`src/hdl/swd_pkg.sv`:
```
// ----------------------------------------------------------------------------
// SWD host package
// Shared types and constants for the serial wire debug host bit engine.
// ----------------------------------------------------------------------------
package swd_pkg;

  localparam int unsigned OP_W         = 2;
  localparam int unsigned CNT_W        = 6;
  localparam int unsigned DATA_W       = 32;
  localparam int unsigned SAMP_W       = 33;
  localparam int unsigned CFG_W        = 16;
  localparam int unsigned TMR_W        = CFG_W + 1;
  localparam int unsigned MAX_BITS_DEF = 32;

  localparam int unsigned OP_READ_BIT  = 1;
  localparam int unsigned OP_PAR_BIT   = 0;

  typedef enum logic [1:0] {
    KIND_TURN,
    KIND_DATA,
    KIND_PAR
  } swd_kind_e;

  typedef struct packed {
    logic      load;
    logic      emit;
    swd_kind_e kind;
    logic      last;
  } swd_cmd_t;

  typedef struct packed {
    logic timer_done;
    logic is_read;
    logic with_par;
    logic cnt_zero;
    logic cnt_one;
  } swd_sts_t;

endpackage

```
`src/hdl/swd_req_if.sv`:
```
// ----------------------------------------------------------------------------
// SWD request channel
// Valid/ready channel that carries one bit-shift request.
// ----------------------------------------------------------------------------
interface swd_req_if
  import swd_pkg::*;
  ();
  logic                valid;
  logic                ready;
  logic [OP_W-1:0]     op;
  logic [CNT_W-1:0]    bit_count;
  logic [DATA_W-1:0]   out_data;
  logic [SAMP_W-1:0]   line_samples;

  modport source (output valid, output op, output bit_count, output out_data,
                  output line_samples, input ready);
  modport sink (input valid, input op, input bit_count, input out_data,
                input line_samples, output ready);
endinterface

```
`src/hdl/swd_rsp_if.sv`:
```
// ----------------------------------------------------------------------------
// SWD result channel
// Valid/ready channel that carries one SWCLK period of line activity.
// ----------------------------------------------------------------------------
interface swd_rsp_if
  import swd_pkg::*;
  ();
  logic              valid;
  logic              ready;
  logic              swdio_level;
  logic              swdio_enable;
  logic [DATA_W-1:0] read_data;
  logic              parity_ok;
  logic              last;

  modport source (output valid, output swdio_level, output swdio_enable,
                  output read_data, output parity_ok, output last, input ready);
  modport sink (input valid, input swdio_level, input swdio_enable,
                input read_data, input parity_ok, input last, output ready);
endinterface

```
`src/hdl/swd_dp.sv`:
```
// ----------------------------------------------------------------------------
// SWD datapath
// Holds the request, shifts write data, assembles the read word, checks
// parity, times each SWCLK period and registers the outgoing period.
// ----------------------------------------------------------------------------
module swd_dp
  import swd_pkg::*;
#(
  parameter int unsigned MaxBits = MAX_BITS_DEF
) (
  input  logic              clk_i,
  input  logic              rst_ni,
  input  logic              cfg_we_i,
  input  logic [CFG_W-1:0]  cfg_wdata_i,
  input  logic [OP_W-1:0]   op_i,
  input  logic [CNT_W-1:0]  bit_count_i,
  input  logic [DATA_W-1:0] out_data_i,
  input  logic [SAMP_W-1:0] line_samples_i,
  input  swd_cmd_t          cmd_i,
  output swd_sts_t          sts_o,
  output logic              swdio_level_o,
  output logic              swdio_enable_o,
  output logic [DATA_W-1:0] read_data_o,
  output logic              parity_ok_o,
  output logic              last_o
);

  localparam logic [CNT_W-1:0] MaxCnt = CNT_W'(MaxBits);

  logic [CFG_W-1:0]  hpw_q;
  logic [TMR_W-1:0]  tmr_q, tmr_d;
  logic [CNT_W-1:0]  cnt_q, cnt_d;
  logic              is_read_q, with_par_q;
  logic [DATA_W-1:0] wdata_q, wdata_d;
  logic [DATA_W-1:0] rd_word_q;
  logic              ok_q, wpar_q;
  logic              level_q, en_q, pok_q, last_q;
  logic [DATA_W-1:0] rdata_q;

  logic [CNT_W-1:0]  n_sat;
  logic [DATA_W:0]   mask_w;
  logic [DATA_W-1:0] word_w;
  logic              par_smp;
  logic              level_w, en_w;

  always_comb begin
    n_sat   = (bit_count_i > MaxCnt) ? MaxCnt : bit_count_i;
    mask_w  = {(DATA_W + 1){1'b1}} << n_sat;
    word_w  = line_samples_i[DATA_W-1:0] & ~mask_w[DATA_W-1:0];
    par_smp = line_samples_i[n_sat];
  end

  always_comb begin
    tmr_d   = tmr_q;
    cnt_d   = cnt_q;
    wdata_d = wdata_q;
    if (cmd_i.load) begin
      cnt_d   = n_sat;
      wdata_d = out_data_i;
    end else if (cmd_i.emit && cmd_i.kind == KIND_DATA) begin
      cnt_d   = cnt_q - CNT_W'(1);
      wdata_d = wdata_q >> 1;
    end
    if (cmd_i.emit) begin
      tmr_d = {hpw_q, 1'b0};
    end else if (tmr_q != '0) begin
      tmr_d = tmr_q - TMR_W'(1);
    end
  end

  always_comb begin
    level_w = 1'b0;
    en_w    = 1'b0;
    case (cmd_i.kind)
      KIND_DATA: begin
        en_w    = ~is_read_q;
        level_w = ~is_read_q & wdata_q[0];
      end
      KIND_PAR: begin
        en_w    = ~is_read_q;
        level_w = ~is_read_q & wpar_q;
      end
      default: begin
        en_w    = 1'b0;
        level_w = 1'b0;
      end
    endcase
  end

  always_ff @(posedge clk_i or negedge rst_ni) begin
    if (!rst_ni) begin
      hpw_q <= '0;
      tmr_q <= '0;
      cnt_q <= '0;
    end else begin
      if (cfg_we_i) begin
        hpw_q <= cfg_wdata_i;
      end
      tmr_q <= tmr_d;
      cnt_q <= cnt_d;
    end
  end

  always_ff @(posedge clk_i) begin
    wdata_q <= wdata_d;
    if (cmd_i.load) begin
      is_read_q  <= op_i[OP_READ_BIT];
      with_par_q <= op_i[OP_PAR_BIT];
      rd_word_q  <= word_w;
      ok_q       <= (par_smp == ^word_w);
      wpar_q     <= ^out_data_i;
    end
    if (cmd_i.emit) begin
      level_q <= level_w;
      en_q    <= en_w;
      last_q  <= cmd_i.last;
      rdata_q <= (cmd_i.last && is_read_q) ? rd_word_q : '0;
      pok_q   <= cmd_i.last & is_read_q & with_par_q & ok_q;
    end
  end

  assign sts_o.timer_done = (tmr_q == '0);
  assign sts_o.is_read    = is_read_q;
  assign sts_o.with_par   = with_par_q;
  assign sts_o.cnt_zero   = (cnt_q == '0);
  assign sts_o.cnt_one    = (cnt_q == CNT_W'(1));

  assign swdio_level_o  = level_q;
  assign swdio_enable_o = en_q;
  assign read_data_o    = rdata_q;
  assign parity_ok_o    = pok_q;
  assign last_o         = last_q;

endmodule

```
`src/hdl/swd_ctrl.sv`:
```
// ----------------------------------------------------------------------------
// SWD controller
// Sequences turnaround, data and parity periods and tracks line direction.
// ----------------------------------------------------------------------------
module swd_ctrl
  import swd_pkg::*;
(
  input  logic     clk_i,
  input  logic     rst_ni,
  input  logic     req_valid_i,
  output logic     req_ready_o,
  input  logic     op_read_i,
  output logic     rsp_valid_o,
  input  logic     rsp_ready_i,
  input  swd_sts_t sts_i,
  output swd_cmd_t cmd_o
);

  typedef enum logic [2:0] {
    S_IDLE,
    S_LOAD,
    S_TURN,
    S_DATA,
    S_PAR,
    S_TURNB
  } state_e;

  state_e state_q, state_d;
  logic   out_valid_q, out_valid_d;
  logic   driving_q, driving_d;
  logic   slot_free, in_period;

  assign req_ready_o = (state_q == S_IDLE);
  assign slot_free   = ~out_valid_q | rsp_ready_i;
  assign in_period   = (state_q == S_TURN) || (state_q == S_DATA) ||
                       (state_q == S_PAR) || (state_q == S_TURNB);

  always_comb begin
    state_d     = state_q;
    driving_d   = driving_q;
    cmd_o.load  = req_valid_i & req_ready_o;
    cmd_o.emit  = in_period & sts_i.timer_done & slot_free;
    cmd_o.kind  = KIND_TURN;
    cmd_o.last  = 1'b0;
    case (state_q)
      S_IDLE: begin
        if (cmd_o.load) begin
          state_d = S_LOAD;
        end
      end
      S_LOAD: begin
        if (sts_i.is_read == driving_q) begin
          state_d   = S_TURN;
          driving_d = ~sts_i.is_read;
        end else if (!sts_i.cnt_zero) begin
          state_d = S_DATA;
        end else if (sts_i.with_par) begin
          state_d = S_PAR;
        end else begin
          state_d = S_IDLE;
        end
      end
      S_TURN: begin
        cmd_o.kind = KIND_TURN;
        cmd_o.last = sts_i.cnt_zero & ~sts_i.with_par;
        if (cmd_o.emit) begin
          if (!sts_i.cnt_zero) begin
            state_d = S_DATA;
          end else if (sts_i.with_par) begin
            state_d = S_PAR;
          end else begin
            state_d = S_IDLE;
          end
        end
      end
      S_DATA: begin
        cmd_o.kind = KIND_DATA;
        cmd_o.last = sts_i.cnt_one & ~sts_i.with_par;
        if (cmd_o.emit && sts_i.cnt_one) begin
          state_d = sts_i.with_par ? S_PAR : S_IDLE;
        end
      end
      S_PAR: begin
        cmd_o.kind = KIND_PAR;
        cmd_o.last = ~sts_i.is_read;
        if (cmd_o.emit) begin
          state_d = sts_i.is_read ? S_TURNB : S_IDLE;
        end
      end
      S_TURNB: begin
        cmd_o.kind = KIND_TURN;
        cmd_o.last = 1'b1;
        if (cmd_o.emit) begin
          state_d   = S_IDLE;
          driving_d = 1'b1;
        end
      end
      default: begin
        state_d = S_IDLE;
      end
    endcase
  end

  always_comb begin
    out_valid_d = out_valid_q;
    if (cmd_o.emit) begin
      out_valid_d = 1'b1;
    end else if (rsp_ready_i) begin
      out_valid_d = 1'b0;
    end
  end

  always_ff @(posedge clk_i or negedge rst_ni) begin
    if (!rst_ni) begin
      state_q     <= S_IDLE;
      out_valid_q <= 1'b0;
      driving_q   <= 1'b0;
    end else begin
      state_q     <= state_d;
      out_valid_q <= out_valid_d;
      driving_q   <= driving_d;
    end
  end

  assign rsp_valid_o = out_valid_q;

  a_emit_slot_free: assert property (@(posedge clk_i) disable iff (!rst_ni)
    cmd_o.emit |-> (!out_valid_q || rsp_ready_i))
    else $error("period emitted over an untaken result");

  a_accept_loads: assert property (@(posedge clk_i) disable iff (!rst_ni)
    (req_valid_i && req_ready_o) |=> (state_q == S_LOAD))
    else $error("accepted request not loaded");

  a_turnb_last: assert property (@(posedge clk_i) disable iff (!rst_ni)
    (state_q == S_TURNB && cmd_o.emit) |=> (driving_q && state_q == S_IDLE))
    else $error("closing turnaround did not restore driving");

  a_read_floats: assert property (@(posedge clk_i) disable iff (!rst_ni)
    (state_q == S_DATA && sts_i.is_read) |-> !driving_q)
    else $error("read data period while line driven");

  a_load_read_flag: assert property (@(posedge clk_i) disable iff (!rst_ni)
    cmd_o.load |=> (sts_i.is_read == $past(op_read_i)))
    else $error("request direction not captured");

endmodule

```
`src/hdl/swd_host_bit_engine.sv`:
```
// ----------------------------------------------------------------------------
// SWD host bit engine
// Flow: an accepted request passes the load state; each period then leaves
// once the period timer of the previous period has run out and the result
// slot is free. A request takes bit_count periods plus up to 3 periods of
// turnaround and parity, paced by the period timer and the single sequencer;
// one request at a time.
// Reset: asynchronous, active low; divider cleared to 0.
// ----------------------------------------------------------------------------
module swd_host_bit_engine
  import swd_pkg::*;
#(
  parameter int unsigned MAX_BITS = MAX_BITS_DEF
) (
  input  logic             clk_i,
  input  logic             rst_ni,
  input  logic             cfg_we_i,
  input  logic [CFG_W-1:0] cfg_wdata_i,
  swd_req_if.sink          req_i,
  swd_rsp_if.source        rsp_o
);

  swd_cmd_t cmd;
  swd_sts_t sts;

  swd_ctrl u_ctrl (
    .clk_i       (clk_i),
    .rst_ni      (rst_ni),
    .req_valid_i (req_i.valid),
    .req_ready_o (req_i.ready),
    .op_read_i   (req_i.op[OP_READ_BIT]),
    .rsp_valid_o (rsp_o.valid),
    .rsp_ready_i (rsp_o.ready),
    .sts_i       (sts),
    .cmd_o       (cmd)
  );

  swd_dp #(
    .MaxBits (MAX_BITS)
  ) u_dp (
    .clk_i          (clk_i),
    .rst_ni         (rst_ni),
    .cfg_we_i       (cfg_we_i),
    .cfg_wdata_i    (cfg_wdata_i),
    .op_i           (req_i.op),
    .bit_count_i    (req_i.bit_count),
    .out_data_i     (req_i.out_data),
    .line_samples_i (req_i.line_samples),
    .cmd_i          (cmd),
    .sts_o          (sts),
    .swdio_level_o  (rsp_o.swdio_level),
    .swdio_enable_o (rsp_o.swdio_enable),
    .read_data_o    (rsp_o.read_data),
    .parity_ok_o    (rsp_o.parity_ok),
    .last_o         (rsp_o.last)
  );

endmodule
```
`src/flat_wrapper.sv`:
```
// flat-port wrapper written by rule: the top's interface ports become plain ports
module swd_host_bit_engine_flat import swd_pkg::*;
#(
  parameter int unsigned MAX_BITS = MAX_BITS_DEF
)
  (clk_i, rst_ni, cfg_we_i, cfg_wdata_i, req_i_valid, req_i_op, req_i_bit_count, req_i_out_data, req_i_line_samples, req_i_ready, rsp_o_valid, rsp_o_swdio_level, rsp_o_swdio_enable, rsp_o_read_data, rsp_o_parity_ok, rsp_o_last, rsp_o_ready);
  swd_req_if req_i_i ();
  swd_rsp_if rsp_o_i ();
  input  logic clk_i;
  input  logic rst_ni;
  input  logic cfg_we_i;
  input  logic [CFG_W-1:0] cfg_wdata_i;
  input wire logic [$bits(req_i_i.valid)-1:0] req_i_valid;
  input wire logic [$bits(req_i_i.op)-1:0] req_i_op;
  input wire logic [$bits(req_i_i.bit_count)-1:0] req_i_bit_count;
  input wire logic [$bits(req_i_i.out_data)-1:0] req_i_out_data;
  input wire logic [$bits(req_i_i.line_samples)-1:0] req_i_line_samples;
  output wire logic [$bits(req_i_i.ready)-1:0] req_i_ready;
  output wire logic [$bits(rsp_o_i.valid)-1:0] rsp_o_valid;
  output wire logic [$bits(rsp_o_i.swdio_level)-1:0] rsp_o_swdio_level;
  output wire logic [$bits(rsp_o_i.swdio_enable)-1:0] rsp_o_swdio_enable;
  output wire logic [$bits(rsp_o_i.read_data)-1:0] rsp_o_read_data;
  output wire logic [$bits(rsp_o_i.parity_ok)-1:0] rsp_o_parity_ok;
  output wire logic [$bits(rsp_o_i.last)-1:0] rsp_o_last;
  input wire logic [$bits(rsp_o_i.ready)-1:0] rsp_o_ready;
  assign req_i_i.valid = req_i_valid;
  assign req_i_i.op = req_i_op;
  assign req_i_i.bit_count = req_i_bit_count;
  assign req_i_i.out_data = req_i_out_data;
  assign req_i_i.line_samples = req_i_line_samples;
  assign req_i_ready = req_i_i.ready;
  assign rsp_o_valid = rsp_o_i.valid;
  assign rsp_o_swdio_level = rsp_o_i.swdio_level;
  assign rsp_o_swdio_enable = rsp_o_i.swdio_enable;
  assign rsp_o_read_data = rsp_o_i.read_data;
  assign rsp_o_parity_ok = rsp_o_i.parity_ok;
  assign rsp_o_last = rsp_o_i.last;
  assign rsp_o_i.ready = rsp_o_ready;
  swd_host_bit_engine #(.MAX_BITS(MAX_BITS)) u_core (.clk_i(clk_i), .rst_ni(rst_ni), .cfg_we_i(cfg_we_i), .cfg_wdata_i(cfg_wdata_i), .req_i(req_i_i), .rsp_o(rsp_o_i));
endmodule
```
`config.mk`:
```
export PLATFORM = sky130hd
export DESIGN_NAME = swd_host_bit_engine_flat
export DESIGN_NICKNAME = d
export VERILOG_FILES = /design/src/hdl/swd_pkg.sv /design/src/hdl/swd_req_if.sv /design/src/hdl/swd_rsp_if.sv /design/src/hdl/swd_dp.sv /design/src/hdl/swd_ctrl.sv /design/src/hdl/swd_host_bit_engine.sv /design/src/flat_wrapper.sv
export SDC_FILE = /design/constraint.sdc
export NUM_CORES = 1
export LEC_CHECK = 0
export ABC_AREA = 0
export BUFFER_PORTS_ARGS = -buffer_cell sky130_fd_sc_hd__buf_2
export CORE_MARGIN = 5
export CORE_UTILIZATION = 40
export CTS_BUF_LIST = sky130_fd_sc_hd__clkbuf_2 sky130_fd_sc_hd__clkbuf_4 sky130_fd_sc_hd__clkbuf_8
export DETAILED_ROUTE_END_ITERATION = 8
export PLACE_DENSITY = 0.7
export REMOVE_ABC_BUFFERS = 1
export SETUP_SLACK_MARGIN = 0.15
export SLEW_MARGIN = 40
export SYNTH_ARGS = -nofsm -noshare
export SYNTH_HDL_FRONTEND = slang
export SYNTH_SLANG_ARGS = --single-unit
```
`constraint.sdc`:
```
create_clock -name clk_i -period 7.6 [get_ports clk_i]
set_input_delay 2.28 -clock clk_i [delete_from_list [all_inputs] [get_ports clk_i]]
set_output_delay 2.28 -clock clk_i [all_outputs]
set_load 0.02 [all_outputs]
```
Yosys cells after proc, flatten, opt, wreduce, memory -nomap -nowiden
Index checks and enable logic that the tools add are counted.
{"block": "word_totals", "regBits": 148, "latchBits": 0, "ramBits": 0, "mem_bits_ro": 0, "input_bits": 94, "out_inout_bits": 38, "word_cells": 99, "mem_count": 0}
{"block": "op_classes", "add_sub_neg": 2, "multipliers": 0, "n_div": 0, "magnitude_cmp": 2, "eq_ne": 16, "shift": 1, "mux": 26, "bitwise_logic": 16, "n_reduce_logical": 19}
{"operator": "$mux 32", "count": 2}
{"operator": "$reduce_xor 32->1", "count": 2}
{"operator": "$mux 17", "count": 2}
{"operator": "$shl 33x6->32 const A", "count": 1}
{"operator": "$and 32x32->32", "count": 1}
{"operator": "$not 32->32", "count": 1}
{"operator": "$mux 3", "count": 9}
{"operator": "$mux 6", "count": 3}
{"operator": "$pmux 3 s6", "count": 1}
{"operator": "$logic_not 17->1", "count": 1}
{"operator": "$reduce_bool 17->1", "count": 1}
{"operator": "$sub 17x1->17 const B", "count": 1}
{"operator": "$pmux 3 s4", "count": 1}
{"operator": "$and 1x1->1", "count": 10}
{"operator": "$ne 2x2->1 const B", "count": 4}
{"operator": "$reduce_bool 2->1", "count": 4}
{"operator": "$lt 6x7->1 const B", "count": 1}
{"operator": "$bmux 1 s6", "count": 1}
{"operator": "$eq 3x2->1 const B", "count": 2}
{"operator": "$eq 3x3->1 const B", "count": 2}
{"operator": "$eq 6x1->1 const B", "count": 1}
{"operator": "$gt 6x6->1 const B", "count": 1}
{"operator": "$logic_not 6->1", "count": 1}
{"operator": "$sub 6x1->6 const B", "count": 1}
{"operator": "15 further kinds", "count": 28}

Logic depth before layout (Yosys ltp)
Gate-level depths: netlist of run 1.
{"block": "depth", "word_depth": 9, "mapped_depth": 10, "ltp_nobuf": 9}

Modules after synthesis
Synthesis of run 1 repeated with hierarchy kept, for this count alone.
{"block": "hier_totals", "hier_cells": 662, "area_unflattened_um2": 7778.7}
{"mod": "swd_dp", "n_inst": 1, "cells_each": 607, "area_per_inst_um2": 7362.1, "seq_area_each_um2": 4098.9}
{"mod": "swd_ctrl", "n_inst": 1, "cells_each": 55, "area_per_inst_um2": 416.6, "seq_area_each_um2": 125.1}

Worst setup path after synthesis of run 1
No wires, ideal clock.
{"block": "synth_path", "path_type": "input-to-reg", "from": "input rsp_o_ready", "to": "register u_core.u_dp.tmr_q[13]", "arrival_ps": 6884, "required_ps": 7507, "path_slack_ps": 623, "path_stages": 5, "n_path_buf": 1, "path_cell_list": "nor2b_1 -> clkbuf_1 -> nor4_1 -> a221oi_1 -> a21oi_1"}
{"element": "start, declared", "line_no": "flat_wrapper.sv:25", "text": "input wire logic [$bits(rsp_o_i.ready)-1:0] rsp_o_ready;"}
{"element": "end signal, assigned", "line_no": "swd_dp.sv:99", "text": "tmr_q <= tmr_d;"}
{"element": "end, declared", "line_no": "swd_dp.sv:31", "text": "logic [TMR_W-1:0] tmr_q, tmr_d;"}

Worst setup path in the final report of run 1
{"block": "layout_path", "from": "input req_i_bit_count[0]", "to": "register u_core.u_dp.ok_q, data pin"}
{"block": "layout_via", "elab_chain_len": 7}
{"element": "start, declared", "line_no": "flat_wrapper.sv:15", "text": "input wire logic [$bits(req_i_i.bit_count)-1:0] req_i_bit_count;"}
{"element": "$gt 6x6->1", "line_no": "swd_dp.sv:47", "text": "n_sat = (bit_count_i > MaxCnt) ? MaxCnt : bit_count_i;"}
{"element": "$mux 6 *", "line_no": "swd_dp.sv:47"}
{"element": "$shl 33x6->32", "line_no": "swd_dp.sv:48", "text": "mask_w = {(DATA_W + 1){1'b1}} << n_sat;"}
{"element": "$not 32->32", "line_no": "swd_dp.sv:49", "text": "word_w = line_samples_i[DATA_W-1:0] & ~mask_w[DATA_W-1:0];"}
{"element": "$and 32x32->32", "line_no": "swd_dp.sv:49"}
{"element": "$reduce_xor 32->1", "line_no": "swd_dp.sv:110", "text": "ok_q <= (par_smp == ^word_w);"}
{"element": "$eq 1x1->1 *", "line_no": "swd_dp.sv:110"}
{"element": "end signal, assigned", "line_no": "swd_dp.sv:110"}
{"element": "end, declared", "line_no": "swd_dp.sv:36", "text": "logic ok_q, wpar_q;"}
Mark *: on every way between the ends. The rest lies on a longest branch, timed or not. The select of a mux whose other input is x is not followed.
A chain may end at the register's enable or synchronous reset.

==> flow_summary.yaml, run 1 <==
timing:
  relSlewSlack: 0.5071
  fmax_ghz: 0.2207
  rsz0062_at_grt: "false"
  slew_violations: 0
  tightest_slew_ns: 0.7378
  setup_viol: 0
  tns_ns: 0
  finalClockSkew_ns: 0.01294
  timing.hold.ws_ns: 0.5139
  period_share: 0.5961
  finalHoldViolCount: 0
  min_period_ns: 4.530
clocking:
  cts.repair.resized: 0
  postCtsHoldBufs: 0
  h-tree-depth: 4
  insertion_delay_ns: 0.45
  cts.sinks: 148
  cts_buffers: 17
  root_buffer: "clkbuf_8"
  post_cts_buffers: 0
  path_clk_slew_ns: 0.08
  cts_tree: "built"
  clock_path_buffers: 2
route:
  vias: 5529
  drc: 0
  dr.pass1.iters: 5
  vias_per_cell: 5.241
  drtAntennaViolNets: 0
  wl_per_cell_um: 16.56
  drt-initial-drc-count: 363
  drt_wl_total_um: 17470
synth:
  synthesis.instances: 689
  synth.largest_area_cell: "edfxtp_1"
  synth_ff_type: "edfxtp_1"
  syn_area_per_cell_um2: 11.01
  ys_top_cells_by_area: "edfxtp_1 (41%), dfrtp_1 (15%), nand2_1 (6.2%), xnor2_1 (6.1%), and3_1 (3.1%)"
  synthTopCellsByCount: "nand2_1 (126), edfxtp_1 (104), xnor2_1 (53)"
  synthesis.area_mm2: 0.007589
  yosysMostFrequentCell: "nand2_1"
  synth_warnings: 0
  yosysUniqueCellTypes: 70
  ys_ff_latch: 148
  yosys.area.top_type_share: 0.4115
  synth_async_sr_flop_share: 0.2973
  synth_enable_flop_cells: 104
  synth-seq-area-share: 0.5566
placed_design:
  dp.cells: 1021
  dp_hpwl_um: 12190
  place_congestion: 0.9127
  port_buffers: 131
floorplanning:
  pin_count: 132
  rows: 50
  die_h_um: 147.7
  start_util: 0.4057
  fp.dieW_um: 147.7
  core_area_mm2: 0.01871
  die-area_mm2: 0.02183
cells_and_area:
  post-route-util: 0.4746
  area_growth_syn_to_layout_pct: 17.00
  drive_gt1_frac: 0.2549
  stdcell_count: 1055
  fillers: 1733
  fin_nets: 904
worst_setup_path:
  arrival_ns: 4.72
  crit_fanout: 22
  crit_required_ns: 7.79
  criticalPathCategory: "in -> reg"
  crit_path_end_kind: "flip-flop"
  cp-start-kind: "input port"
run_status:
  outcome: "finished clean"
grt:
  grt_pass1_vias: 5561
  grt_max_degree: 76
  overflow: 0
  grtUsageTotal: 0.1626
  antenna_found_initial: 3
  grt_pass1_wl_um: 28370
pwr:
  p_leak_uw: 0.003578
  powerDensity_mw_per_mm2: 244.7
  p_total_uw: 2173
  irDropWorstVdd_uv: 99.27
run:
  drv_cap: 0
worst_hold_path:
  hp-class: "reg -> reg"
## layer usage
layer	up-vias	wire [um]	track usage	share of wire
met4	4	338	0.05778	0.019
met1	2632	7913	0.2190	0.45
li1	2694	-	-	-
met3	33	1108	0.04660	0.063
met2	166	8085	0.2524	0.46
met5	-	27	0	0.0015
## kinds of logic (layout without fill, tap and decap cells)
group,after synthesis,after routing,share of synthesized area
AND/OR/NAND/NOR,270,270,0.1772
flip-flops,148,148,0.5566
AO/OA/AOI/OAI,111,111,0.09530
XOR/XNOR,66,66,0.08162
buffers and inverters,56,187,0.03001
multiplexers,34,34,0.05293
adder cells (fa/ha/maj),4,4,0.006266
other,0,1,0
## final timing paths
path,from,end,slack [ns],cells after the start
max in group asynchronous,rst_ni,u_core.u_dp.tmr_q[14],5.38,1
hold reg to reg,u_core.u_dp.hpw_q[13],u_core.u_dp.hpw_q[13],0.51,1
setup reg to reg,u_core.u_dp.tmr_q[1],u_core.u_dp.wdata_q[31],4.36,6
hold / removal,u_core.u_dp.hpw_q[13],u_core.u_dp.hpw_q[13],0.51,1
setup / recovery,req_i_bit_count[0],u_core.u_dp.ok_q,3.07,8
min in group asynchronous,rst_ni,u_core.u_dp.hpw_q[1],1.83,1
## critical path, stage by stage
cell and delay, ns:
buf_2 0.41, mux2_2 0.40, a221oi_1 0.35, o211ai_1 0.16, a22oi_1 0.20, o2111ai_1 0.16, xnor3_1 0.38, xnor3_1 0.37
## layout make-up
type / count / area, um2 / share of cell area
sequential: 148 / 4224 / 0.4758
multi-input combinational: 485 / 3162 / 0.3561
timing repair buffer: 138 / 721.9 / 0.08131
tap: 234 / 292.8 / 0.03298
clock buffer: 17 / 234.0 / 0.02635
clock inverter: 15 / 177.7 / 0.02001
inverter: 17 / 63.81 / 0.007187
antenna: 1 / 2.502 / 0.0002818
## power breakdown
group | switching, uW | internal, uW | leakage, uW
combinational | 296 | 218 | 0.00193
clock | 314 | 326 | 0.000203
sequential | 50.9 | 967 | 0.00145
total | 661 | 1510 | 0.00358
## state kept, by name (all words and copies together) (netlist names)
register	count
u_core.u_dp.wpar_q	1
u_core.u_dp.swdio_level_o	1
u_core.u_dp.wdata_q	32
u_core.u_dp.ok_q	1
u_core.u_dp.parity_ok_o	1
u_core.u_dp.tmr_q	17
u_core.u_ctrl.state_q	3
u_core.u_dp.read_data_o	32
u_core.u_dp.rd_word_q	32
u_core.u_ctrl.driving_q	1
u_core.u_ctrl.rsp_valid_o	1
u_core.u_dp.is_read_q	1
u_core.u_dp.last_o	1
u_core.u_dp.hpw_q	16
u_core.u_dp.with_par_q	1
u_core.u_dp.cnt_q	6
u_core.u_dp.swdio_enable_o	1
## through the flow
stage,instance area [um2],setup slack (ns)
finish,8879,3.070
global route,8879,2.988
CTS,8859,3.104
detailed placement,8447,2.608
global placement,8431,2.764
floorplan,7425,0.7277
## cells in the final DEF, fill, tap and decap left out, types with 4 or more instances in the layout
| cell type | synthesis | final |
|---|---|---|
| nand3_1 | 15 | 15 |
| and2_1 | 10 | 10 |
| o31ai_1 | 6 | 6 |
| a21oi_1 | 27 | 27 |
| o21ai_0 | 26 | 26 |
| nand2_1 | 126 | 126 |
| a21boi_0 | 5 | 5 |
| buf_4 | 0 | 6 |
| a221oi_1 | 4 | 4 |
| nor2_1 | 29 | 28 |
| a31oi_1 | 4 | 4 |
| inv_1 | 17 | 16 |
| dfrtp_1 | 44 | 44 |
| clkbuf_8 | 0 | 17 |
| nor3_1 | 12 | 12 |
| buf_2 | 8 | 130 |
| mux2_2 | 19 | 19 |
| mux2i_1 | 12 | 12 |
| edfxtp_1 | 104 | 104 |
| nor2b_1 | 9 | 9 |
| nand2b_1 | 4 | 4 |
| o21a_1 | 4 | 4 |
| and3_1 | 37 | 37 |
| xnor2_1 | 53 | 53 |
| xor2_1 | 10 | 10 |
(Power assumes the default switching activity.)
==> run 2: changes to the inputs <==
- PLACE_DENSITY: 0.7 -> 0.73
- clock period: 7.6 -> 3.9 ns (I/O delays scaled with it)
==> run 2 against run 1 <==
Against the previous run: total power is 100% higher; sequential power is 94% higher; hold slack better by 0.0039 ns.
==> flow_summary.yaml, run 2 (synthesis results as in run 1) <==
pwr:
  irDropWorstVdd_uv: 205.9
  p_total_uw: 4360
  powerDensity_mw_per_mm2: 485.5
  p_leak_uw: 0.003645
route:
  drc: 0
  vias_per_cell: 5.259
  dr.pass1.iters: 5
  wl_per_cell_um: 16.77
  drtAntennaViolNets: 0
  drt_wl_total_um: 17830
  drt-initial-drc-count: 400
  vias: 5590
clocking:
  h-tree-depth: 4
  insertion_delay_ns: 0.45
  root_buffer: "clkbuf_8"
  cts.repair.resized: 0
  cts.sinks: 148
  postCtsHoldBufs: 0
  cts_tree: "built"
  post_cts_buffers: 0
  cts_buffers: 17
  clock_path_buffers: 2
  path_clk_slew_ns: 0.09
cells_and_area:
  fin_nets: 913
  layout_commonest_cell: "buf_2"
  drive_gt1_frac: 0.2593
  antenna_cells: 0
  area_growth_syn_to_layout_pct: 18.33
  final_cell_mix: "buf_2 (130), nand2_1 (126), edfxtp_1 (104)"
worst_setup_path:
  r2r_slack_ns: 0.77
  criticalPathCategory: "in -> reg"
  crit_required_ns: 4.09
  crit_path_end_kind: "flip-flop"
  crit_fanout: 26
  cp-start-kind: "input port"
  critPathLaunch: "req_i_bit_count[2]"
  reg2reg_from: "u_core.u_dp.tmr_q[0]"
  arrival_ns: 3.41
grt:
  grt_pass1_vias: 5545
  grt_pass1_wl_um: 28720
  grt_max_degree: 45
  overflow: 0
  grtUsageTotal: 0.1651
  antenna_found_initial: 2
floorplanning:
  fp.dieW_um: 147.7
  start_util: 0.4057
  die-area_mm2: 0.02183
  core_area_mm2: 0.01871
  rows: 50
  pin_count: 132
  die_h_um: 147.7
timing:
  postLayoutSetupSlackWorst_ns: 0.6790
  period_share: 0.8259
  tns_ns: 0
  min_period_ns: 3.221
  fmax_ghz: 0.3105
  finalHoldViolCount: 0
  relSlewSlack: 0.5513
  finalClockSkew_ns: 0.01699
  tightest_slew_ns: 0.6706
  slew_violations: 0
  rsz0062_at_grt: "false"
  setup_viol: 0
run:
  drv_cap: 0
worst_hold_path:
  hp-class: "reg -> reg"
  worstHoldStart: "u_core.u_dp.hpw_q[5]"
placed_design:
  place_congestion: 0.9258
  port_buffers: 131
  dp_hpwl_um: 12850
  dp_slack_ns: 0.2193
run_status:
  outcome: "finished clean"
==> run 2: changes by cell type in the layout (fill, tap and decap cells not counted), sizes merged <==
cell      previous run  this run
buf                138       147
bufinv               3         5
clkinv               6         4
clkinvlp             3         2
diode                1         0
inv                 20        21
==> run 2: where the power goes <==
part | internal, uW | total, uW | switching (uW)
clock network | 767 | 1380 | 616
registers | 1880 | 1980 | 99.1
logic | 421 | 992 | 572
total | 3070 | 4360 | 1290
==> run 2: final timing paths <==
kind,endpoint,depth (start not counted)
max,u_core.u_dp.ok_q,8
min,u_core.u_dp.hpw_q[5],1
max reg2reg,u_core.u_dp.cnt_q[1],9
min reg2reg,u_core.u_dp.hpw_q[5],1
max in group asynchronous,u_core.u_dp.cnt_q[3],1
min in group asynchronous,u_core.u_dp.hpw_q[2],1
==> run 2: area by class of cell <==
class	count	area [um2]
Sequential cell	148	4224
Multi-Input combinational cell	485	3149
Inverter	17	63.81
Tap cell	234	292.8
Fill cell	1704	9726
Timing Repair Buffer	147	790.8
Clock buffer	17	234.0
Clock inverter	15	225.2
==> run 2: metrics by stage <==
stage,std cells,instance area [um2],utilization,hold slack [ns]
final,1063,8980,0.4801,0.5178
after global routing,1063,8980,0.4801,0.5354
after CTS,1063,8980,0.4801,0.5214
after detailed placement,1031,8521,0.4555,0.5003
after global placement,1031,8518,0.4554,0.4831
after floorplan,650,7425,-,0.4453
==> run 2: worst max-delay path, stage by stage <==
cell and delay (ns):
buf_2 0.38, or2_2 0.26, nand2_1 0.06, a21boi_0 0.29, xnor2_1 0.16, xnor3_1 0.42
xnor2_1 0.30, xnor3_1 0.37
==> run 2: metal layers <==
layer | global-route usage | up-vias | routed length, um
met5 | 0 | - | 25
li1 | - | 2714 | -
met4 | 0.05638 | 4 | 305
met2 | 0.2650 | 162 | 8453
met1 | 0.2196 | 2684 | 7979
met3 | 0.04139 | 26 | 1066
==> run 3: changes to the inputs <==
- ABC_AREA: 0 -> 1
- PLACE_DENSITY: 0.73 -> 0.72
- clock period: 3.9 -> 2.6 ns (I/O delays scaled with it)
==> run 3 against run 2 <==
Against the previous run: highest routed layer is now met4; critical path depth increased by 6; global-route usage increased by 0.39 points; count of clock-buffer cells in the layout unchanged; wire length increased by 9.5%; critical path type is now reg -> reg; sequential share of layout area decreased by 4.8 points; area after synthesis increased by 7.2%; clock skew decreased by 0.0052 ns; die area increased by 6.7%; largest power group unchanged; critical endpoint is now u_core.u_dp.wdata_q[9].
==> flow_summary.yaml, run 3 <==
worst_setup_path:
  criticalPathCategory: "reg -> reg"
  cp-start-kind: "flip-flop"
  r2r_slack_ns: 0.33
  crit_required_ns: 2.78
  crit_top_cell: "nor2_4"
  reg2reg_from: "u_core.u_dp.tmr_q[2]"
  arrival_ns: 2.45
  ff2ff_path_depth: 14
  path_cells: "nor2_4, nand2_1, nor2_2, nand2_2, nor2_2, nand2_2, nor2_4, nand4_4, nor2_4, nand3_4, clkinv_2, nand2_4, nand2_8, clkbuf_16"
  slowest_delay_ns: 0.43
  rr_endpoint: "u_core.u_dp.wdata_q[9]"
  cp_top_family: "simple AND/OR/NAND/NOR gates"
  critical_path_buf_inv_count: 2
  crit_fanout: 12
  crit_path_end_kind: "flip-flop"
  crit_path_top_delay_cell: "dfrtp_1"
route:
  wl_per_cell_um: 13.08
  drc: 0
  drt_wl_total_um: 19520
  drtAntennaViolNets: 0
  drt-initial-drc-count: 385
  vias: 7007
  vias_per_cell: 4.696
  dr.pass1.iters: 5
synth:
  synthTopCellsByCount: "nand2_1 (365), inv_1 (150), edfxtp_1 (104)"
  syn_area_per_cell_um2: 8.046
  synth_warnings: 0
  synthesis.instances: 1011
  ys_top_cells_by_area: "edfxtp_1 (38%), nand2_1 (17%), dfrtp_1 (14%), inv_1 (6.9%), nand3_1 (4.8%)"
  synth_enable_flop_cells: 104
  synth_ff_type: "edfxtp_1"
  ys_ff_latch: 148
  yosys.area.top_type_share: 0.3839
  synth_async_sr_flop_share: 0.2973
  synthesis.area_mm2: 0.008134
  synth-seq-area-share: 0.5193
  yosysMostFrequentCell: "nand2_1"
  synth.largest_area_cell: "edfxtp_1"
  yosysUniqueCellTypes: 40
floorplanning:
  core_area_mm2: 0.02010
  rows: 52
  pin_count: 132
  fp.dieW_um: 152.6
  start_util: 0.4046
  die-area_mm2: 0.02329
  die_h_um: 152.6
clocking:
  insertion_delay_ns: 0.45
  path_clk_slew_ns: 0.10
  cts.sinks: 148
  cts_tree: "built"
  cts_buffers: 17
  postCtsHoldBufs: 0
  clock_path_buffers: 2
  root_buffer: "clkbuf_8"
  h-tree-depth: 4
run:
  drv_cap: 0
timing:
  period_share: 0.8736
  finalClockSkew_ns: 0.01181
  rsz0062_at_grt: "false"
  tightest_slew_ns: 0.5072
  relSlewSlack: 0.6606
  slew_violations: 0
  finalHoldViolCount: 0
  fmax_ghz: 0.4403
  min_period_ns: 2.271
  setup_viol: 0
grt:
  met3_usage: 0.03408
  antenna_found_initial: 1
  use_met2: 0.2797
  grt_pass1_vias: 6715
  overflow: 0
  grt_pass1_wl_um: 32330
  grt_max_degree: 78
  grtUsageMet1: 0.2246
  grtUsageTotal: 0.1691
  top_usage_layer: "met2"
run_status:
  outcome: "finished clean"
placed_design:
  port_buffers: 131
  dp_hpwl_um: 14470
  place_congestion: 0.9620
cells_and_area:
  fin_nets: 1305
  area_growth_syn_to_layout_pct: 22.84
  drive_gt1_frac: 0.2121
  layout_commonest_cell: "nand2_1"
  post-route-util: 0.4970
  final_cell_mix: "nand2_1 (364), inv_1 (150), buf_2 (131)"
pwr:
  p_leak_uw: 0.004975
  p_total_uw: 7159
  powerDensity_mw_per_mm2: 716.5
  irDropWorstVdd_uv: 328.4
worst_hold_path:
  hp-class: "in -> async"
[run 3: cell types whose count changed after synthesis, sizes merged, moves of 10 or more]
cell    change
and3       -37
clkbuf     -19
o21ai      +13
and2       -10
xnor2      -19
mux2i      -12
mux2       -18
nand4      +13
a21oi      -18
inv       +134
nand3      +65
nand2     +244
nor2       +65
[run 3: final cells by class]
| type | instances | area, um2 |
|---|---|---|
| clock inverter | 15 | 141.4 |
| timing repair buffer | 203 | 1242 |
| clock buffer | 17 | 234.0 |
| fill | 1957 | 10110 |
| multi-input combinational | 685 | 3234 |
| antenna | 1 | 2.502 |
| tap | 270 | 337.8 |
| inverter | 153 | 575.6 |
| sequential | 148 | 4224 |
[run 3: worst reg2reg max path, stage by stage, from the launching register on]
cell and delay, ns:
dfrtp_1 0.43, nor2_4 0.15, nand2_1 0.07, nor2_2 0.12
nand2_2 0.09, nor2_2 0.10, nand2_2 0.08, nor2_4 0.11
nand4_4 0.10, nor2_4 0.17, nand3_4 0.08, clkinv_2 0.09
nand2_4 0.10, nand2_8 0.13, clkbuf_16 0.19
[run 3: stage by stage]
step	TNS [ns]	hold WS [ns]	instance area [um2]	cells	setup slack, ns
detailed placement	-0.09065	0.4817	9507	1451	-0.09065
CTS	0	0.2122	9882	1483	0.2014
global placement	-0.02051	0.4652	9507	1451	-0.02051
floorplan	-300.15	0.4552	8000	986	-3.732
global route	0	0.2265	9992	1492	0.1520
finish	0	0.2354	9992	1492	0.3286
[run 3: repair_timing]
item,in CTS,in global routing
setup endpoints to repair,0,58
setup buffers,0,7
gates resized for setup,0,7
[run 3: cell families after synthesis]
| logic type | share of synthesized area |
|---|---|
| compound gates | 0.04615 |
| fa+ha+maj | 0.004615 |
| simple gates | 0.2918 |
| buf+inv | 0.08721 |
| xor+xnor | 0.04953 |
| mux | 0.001384 |
| flops | 0.5193 |
[run 3: worst max path at each step]
stage                     slack, ns                       to  cells after the start                startpoint
after global placement        -0.02         u_core.u_dp.ok_q                     19        req_i_bit_count[5]
after CTS                      0.20  u_core.u_dp.wdata_q[18]                     14      u_core.u_dp.tmr_q[2]
after global routing           0.15   u_core.u_dp.wdata_q[9]                     14      u_core.u_dp.tmr_q[2]
after floorplan               -3.73   u_core.u_dp.wdata_q[0]                      7  u_core.u_ctrl.state_q[0]
after detailed placement      -0.09         u_core.u_dp.ok_q                     19        req_i_bit_count[5]
final                          0.33   u_core.u_dp.wdata_q[9]                     14      u_core.u_dp.tmr_q[2]
[run 3: report_power, final]
| part | internal [uW] | switching, uW | leakage, uW | total, uW |
|---|---|---|---|---|
| Sequential | 3090 | 164 | 0.00144 | 3250 |
| Combinational | 801 | 1340 | 0.00333 | 2140 |
| Clock | 785 | 985 | 0.000196 | 1770 |
| Total | 4670 | 2490 | 0.00497 | 7160 |
[run 3: per-layer routing]
metal	part of all wire	wire length [um]
met1	0.47	9098
met2	0.46	9071
met3	0.053	1028
met4	0.016	321
met5	0	0
